<file path="src/plw_pkg.sv">
// ----------------------------------------------------------------------------
// plw_pkg: shared types and constants
// Command record, configuration record, codes and reset values.
// ----------------------------------------------------------------------------
package plw_pkg;

    localparam int DEF_MAX_LANDMARKS    = 64;
    localparam int DEF_MAX_OBSERVATIONS = 16;
    localparam int DEF_SINE_ENTRIES     = 1024;

    localparam logic [1:0] ACT_MARK  = 2'd0;
    localparam logic [1:0] ACT_SEEN  = 2'd1;
    localparam logic [1:0] ACT_SCORE = 2'd2;

    localparam logic [2:0] CFG_RANGE_SQ  = 3'd0;
    localparam logic [2:0] CFG_GAIN_X    = 3'd1;
    localparam logic [2:0] CFG_GAIN_Y    = 3'd2;
    localparam logic [2:0] CFG_LOG_NORM  = 3'd3;
    localparam logic [2:0] CFG_UFL_LIMIT = 3'd4;
    localparam logic [2:0] CFG_EPS_TERM  = 3'd5;

    localparam logic [47:0] RST_RANGE_SQ  = 48'd163840000;
    localparam logic [23:0] RST_GAIN_X    = 24'd364089;
    localparam logic [23:0] RST_GAIN_Y    = 24'd364089;
    localparam logic [23:0] RST_LOG_NORM  = 24'd37356;
    localparam logic [30:0] RST_UFL_LIMIT = 31'd48824320;
    localparam logic [30:0] RST_EPS_TERM  = 31'd754350;

    typedef struct packed {
        logic [1:0]         kind;
        logic [5:0]         slot;
        logic [15:0]        tag;
        logic signed [23:0] pos_x;
        logic signed [23:0] pos_y;
        logic [15:0]        heading;
        logic [6:0]         marks_used;
        logic [4:0]         obs_used;
    } t_cmd;

    typedef struct packed {
        logic [47:0]        range_sq;
        logic [23:0]        gain_x;
        logic [23:0]        gain_y;
        logic signed [23:0] log_norm;
        logic [30:0]        ufl_limit;
        logic [30:0]        eps_term;
    } t_cfg;

endpackage

</file>
<file path="src/plw_front.sv">
// ----------------------------------------------------------------------------
// plw_front: input stage
// Accepts items, drops those that have no effect and queues the rest.
// ----------------------------------------------------------------------------
module plw_front import plw_pkg::*; #(
    parameter int MAX_LANDMARKS    = DEF_MAX_LANDMARKS,
    parameter int MAX_OBSERVATIONS = DEF_MAX_OBSERVATIONS
) (
    input  logic               i_clk,
    input  logic               i_rst_n,
    input  logic               i_push,
    output logic               o_full,
    input  t_cmd               i_cmd,
    output logic               o_head_valid,
    output t_cmd               o_head,
    input  logic               i_head_take
);

    t_cmd       r_q [2];
    logic       r_rd;
    logic       r_wr;
    logic [1:0] r_cnt;
    logic       keep;
    logic       put;
    logic       take;

    always_comb begin
        case (i_cmd.kind)
            ACT_MARK:  keep = int'(i_cmd.slot) < MAX_LANDMARKS;
            ACT_SEEN:  keep = int'(i_cmd.slot) < MAX_OBSERVATIONS;
            ACT_SCORE: keep = 1'b1;
            default:   keep = 1'b0;
        endcase
    end

    assign o_full       = (r_cnt == 2'd2);
    assign o_head_valid = (r_cnt != 2'd0);
    assign o_head       = r_q[r_rd];
    assign put          = i_push && !o_full && keep;
    assign take         = i_head_take && o_head_valid;

    always_ff @(posedge i_clk) begin
        if (put) begin
            r_q[r_wr] <= i_cmd;
        end
        if (!i_rst_n) begin
            r_rd  <= 1'b0;
            r_wr  <= 1'b0;
            r_cnt <= 2'd0;
        end else begin
            if (put) begin
                r_wr <= !r_wr;
            end
            if (take) begin
                r_rd <= !r_rd;
            end
            r_cnt <= r_cnt + {1'b0, put} - {1'b0, take};
        end
    end

endmodule

</file>
<file path="config.mk">
export PLATFORM = sky130hd
export DESIGN_NAME = plw_front
export DESIGN_NICKNAME = d
export VERILOG_FILES = /design/src/plw_pkg.sv /design/src/plw_front.sv
export SDC_FILE = /design/constraint.sdc
export NUM_CORES = 1
export LEC_CHECK = 0
export BUFFER_PORTS_ARGS = -buffer_cell sky130_fd_sc_hd__buf_2
export CAP_MARGIN = 5
export CORE_MARGIN = 2
export CORE_UTILIZATION = 57
export CTS_CLUSTER_DIAMETER = 100
export DETAILED_ROUTE_END_ITERATION = 16
export GPL_TIMING_DRIVEN = 1
export PLACE_DENSITY = 0.85
export SLEW_MARGIN = 20
export SYNTH_ARGS = -nofsm -noshare
export SYNTH_HDL_FRONTEND = slang
export SYNTH_SLANG_ARGS = --single-unit
</file>
<file path="constraint.sdc">
create_clock -name i_clk -period 17 [get_ports i_clk]
set_input_delay 1.7 -clock i_clk [delete_from_list [all_inputs] [get_ports i_clk]]
set_output_delay 1.7 -clock i_clk [all_outputs]
set_load 0.01 [all_outputs]
</file>
; Word level (Yosys, flattened, before mapping)
; Memory sizes are Yosys's and may differ from the RTL's. A register that Yosys moved wholly into a read port is not among the register bits.
; Cells that the tools add are included.
[word_totals]
ramBits = 200
wordCells = 24
rom_bits = 0
output_inout_bits = 102
register_bits = 4
memories = 1
latchBits = 0
inputBits = 104
[classes]
n_reduce_logical = 9
magnitude_cmp = 1
shifts = 0
add_sub_neg = 2
mul = 0
div = 0
eq_ne = 3
n_mux = 5
bitwise = 0
[mem_list]
columns = memory, depth, word_bits, rd, rd_clocked_by_memory_dff, wr, line
row1 = r_q, 2, 100, 1, 1, 1, plw_front.sv:19  ; t_cmd r_q [2];
[op_table]
columns = op, n
row1 = "6-bit by 5-bit less-than comparator with 1-bit output, second input constant", 1
row2 = "2-bit equality test, second input constant", 2
row3 = 1-bit 2-to-1 mux, 4
row4 = 1-bit logical AND, 3
row5 = 1-bit logical NOT, 3
row6 = 2-bit by 1-bit adder with 2-bit output, 1
row7 = "2-bit by 1-bit equality test with 1-bit output, second input constant", 1
row8 = 2-bit logical NOT, 1
row9 = 1-bit case mux with 2 select lines, 1
row10 = 2-bit nonzero test, 1
row11 = 2-bit OR reduction, 1
row12 = 2-bit by 1-bit subtractor with 2-bit output, 1

; Longest topological paths before layout
[logic_depth]
ltp_word = 6
ltp_mapped = 8
ltp_nobuf = 8

; Worst setup path after synthesis
; No wires, ideal clock.
[synth_timing]
kind = input-to-reg
start = in i_cmd[99] in the netlist's numbering
end = mem r_q[0][0] in the netlist's numbering, enable pin
setup_time_ns = 0.560
path_buffers = 0
path_stages = 3
arrival_ns = 6.254
t_required_ns = 16.440
setup_slack_ns = 10.187
cell_sequence = o31ai_4 nand3b_4 nor2_1
[synth_between]
elab_chain_len = 6
word_cells_on_any_way = 8
classes_between = 2 x eq/ne / 3 x mux / 3 x reduce/logical
[synth_rtl]
columns = element, line
row1 = "start, declared", plw_front.sv:13  ; input t_cmd i_cmd,
row2 = 2-bit equality test / 2-bit logical NOT (equally long branches), plw_front.sv:28  ; case (i_cmd.kind)
row3 = 2-bit OR reduction (no line), -
row4 = 1-bit case mux with 2 select lines *, plw_front.sv:28
row5 = 1-bit logical AND *, plw_front.sv:39  ; assign put = i_push && !o_full && keep;
row6 = 1-bit 2-to-1 mux *, plw_front.sv:43  ; if (put) begin
row7 = 1-bit 2-to-1 mux (not written as such) *, plw_front.sv:44  ; r_q[r_wr] <= i_cmd;
row8 = "end, declared", plw_front.sv:19
; Mark *: on every way between the ends. The rest lies on a longest branch, timed or not.

==> results.md <==
- Status: completed
- Synth Register Bits: a little over 200
- CP required: about 15000 ps
- Sequential element share of the synthesized area: 0.764
- H-tree depth: 1
- Worst Setup EP: o_head[25]
- Core area: between 0.01 and 0.015 mm^2
- Max cap viols: 0
- 1st-iter DRT viols: 302
- Worst hold slack: 515 ps
- Startpoint types: flip-flop
- Final Power: between 1 and 1.5 mW
- Count of hold-fix buffers inserted at cts: 0
- Arr. time, crit path: 2830 ps
- Top_reg_cell synth: edfxtp_1
- Overall die width: 122 um
- Leading cell type by number of instances after synthesis: edfxtp_1
- Cell Count Post-Placement: about 700
- Antenna fix cells: 0
- Compound-Gate Fraction of Synth Area: 0.00360
- Syn Inst Count: 339
- Reg2reg path depth: 4
- Hold Vio Cnt, Final: 0
- Total track usage: 0.179
- Die area: 0.0150 mm^2
- Cell accounting for the most synthesized area: edfxtp_1
- Reg2Reg Setup Slack: 15100 ps
- Crit-path cells: buf_4, mux2_4, buf_2
- Total Routed Length: between 10 and 15 mm
- Final setup violating endpoints: 0
- Commonest cells post-synth: 200 x edfxtp_1, 100 x mux2_4, 10 x buf_12
- Ys async rst share: 0
- Slowest stage delay, CP: 920 ps
- Io pins: 206
- Fin Setup TNS: 0 ps
- Remaining global-route overflow: 0
- Vias in the first global route: slightly below 4k
- Vias per cell: 5.06
- Share of cells above drive strength 1: 0.593
- Num rows: 43
- Layout Cells excl Fill: 755
- Achievable Freq: 0.221 GHz
- Area Growth Syn to Fin: 21.6%
- Synth Area in Simple Gates: 0.00971
- Vias: about 3.8k
- Mux cell area share after synthesis: 0.189
- LEAKAGE: 3.83 nW
- Critical path class: flip-flop to primary output
- Fill count: around 900
- DP Wirelength: 9.43 mm
- Crit. End Element: primary output
- Worst Path Max Fanout: 57
- Post-synthesis adder-cell area fraction: 0.00313
- Yosys top cell area share: 0.752
- Max-slew headroom: 0.308
- Routed WL per cell: 18.4 um
- Routed Antenna Nets: 0
- CTS root buf: clkbuf_16
- Synth Area in XOR/XNOR: 0.00219
- Worst R2R Start: r_cnt[0]$_SDFF_PN0_
- DRC errors left: 0
- Design area: 0.00971 mm^2
- Total setup buffers inserted after CTS: 0
- R2r endpoint: r_q[0][76]$_DFFE_PP_
- Num CTS Buffers: 21
- Largest net degree at the start of global routing: 58
- Post-cts sizing count: 0
- Gpl congestion: 0.733
- CTS Sinks: 205
- Main combinational cell family by area after synthesis: multiplexers
- Slew @ Worst Pin: around 1000 ps
- Post-synth net total: 445
- Synth warn: 0
- Clock-pin slew on the worst setup and hold paths: 60 ps
- CP max stage cell: buf_4
- IO buf count: 205
- Synth unique cells: 19
- Die Span Y: 122 um
- Starting Density: 0.580
- Clock Skews: a little over 8 ps
- Max Slew Vio Count: 0
- Max IR drop VDD: about 0.00013 V
- Power per Cell Area: 146 mW/mm^2
- Number of flops mapped to enable cells by yosys: 200
- TritonCTS clock tree: yes
- Top post-synthesis cells by area: edfxtp_1 75%, mux2_4 19%, buf_12 2.5%
- Clock Latency Late Sink: 480 ps
- Unrepaired setup endpoints after global routing: false
- Max Root-Sink Buffers: 3
- Post-Syn Area per Cell: 23.6 um^2
- Instance area at placement: approximately 0.009 mm^2
- First-pass GRT wire length: 20.3 mm
- Mapped Area: 0.00799 mm^2
- Final min period: about 4500 ps
- Initial antenna violation count: 1
- Final nets: 667
- Length of the first detailed-routing pass in iterations: 4
- Worst hold path type: flip-flop to flip-flop
- Final period util: 0.267
## final cells by class
class | instances | area [um^2] | share of cell area
clock buffers | 28 | 552 | 0.0568
clock inverters | 9 | 75.1 | 0.00773
inverters | 3 | 11.3 | 0.00116
multi-input cells | 120 | 1680 | 0.173
flip-flops and latches | 205 | 6110 | 0.629
well taps | 180 | 225 | 0.0232
repair buffers | 210 | 1060 | 0.110
## worst max-delay path, delay by kind of cell (launching register included)
family                 cells  cell delay (ps)
muxes                      1              360
DFF                        1              880
buffers and inverters      2             1060
## power by group
group	total (mW)	switching [mW]	internal [mW]
registers	0.647	0.0355	0.612
clock network	0.416	0.172	0.243
logic	0.352	0.156	0.196
## flip-flops by register name, summed over array words and instances (netlist names), named ones only
register  cells
r_cnt         2
r_q         200
r_rd          1
r_wr          1
## how the worst min path moves through the flow
| stage | from | endpoint | slack, ps | depth (start not counted) |
|---|---|---|---|---|
| after floorplan | r_wr$_SDFFE_PN0P_ | r_wr$_SDFFE_PN0P_ | 450 | 2 |
| after global placement | r_wr$_SDFFE_PN0P_ | r_wr$_SDFFE_PN0P_ | 490 | 2 |
| after detailed placement | r_rd$_SDFFE_PN0P_ | flip-flop | 490 | 2 |
| after CTS | r_rd$_SDFFE_PN0P_ | flip-flop | 520 | 2 |
| after global routing | r_rd$_SDFFE_PN0P_ | flip-flop | 550 | 2 |
| final | r_wr$_SDFFE_PN0P_ | r_wr$_SDFFE_PN0P_ | 510 | 2 |
## logic make-up (layout without fill, tap and decap cells)
kind of cell,after synthesis,after routing
flip-flops,205,205
multiplexers,101,101
buffers and inverters,14,250
AND/OR/NAND/NOR,13,13
adder cells (fa/ha/maj),2,2
AO/OA/AOI/OAI,2,2
XOR/XNOR,2,2
## per-stage QoR
stage | setup WS, ps | utilization
after CTS | 12390 | 0.705
after global routing | 12300 | 0.705
after floorplan | 10190 | -
after global placement | 12940 | 0.660
after detailed placement | 12910 | 0.660
final | 12470 | 0.705
## cells in the final DEF, fill, tap and decap left out
cell / instances
buf_2: 205
edfxtp_1: 200
mux2_4: 100
clkbuf_16: 21
clkbuf_1: 7
clkinv_1: 5
buf_4: 5
dfxtp_1: 4
inv_1: 3
nor2_1: 3
nor2_4: 2
and2_1: 2
nand2_1: 2
ha_1: 2
clkinv_2: 2
o21a_1: 1
and2b_1: 1
o31ai_4: 1
nand3b_4: 1
or2_2: 1
xnor2_1: 1
mux2i_1: 1
xor2_1: 1
nor3_1: 1
dfxtp_4: 1
bufinv_16: 1
clkinv_8: 1
## layer usage
layer / share of wire / vias up / track usage
li1: - / 1782 / -
met1: 0.40 / 1855 / 0.222
met2: 0.50 / 157 / 0.309
met3: 0.081 / 27 / 0.0441
met4: 0.021 / 2 / 0.0568
met5: 0.00079 / - / 0
No activity file was read; power rests on OpenSTA's default activity.
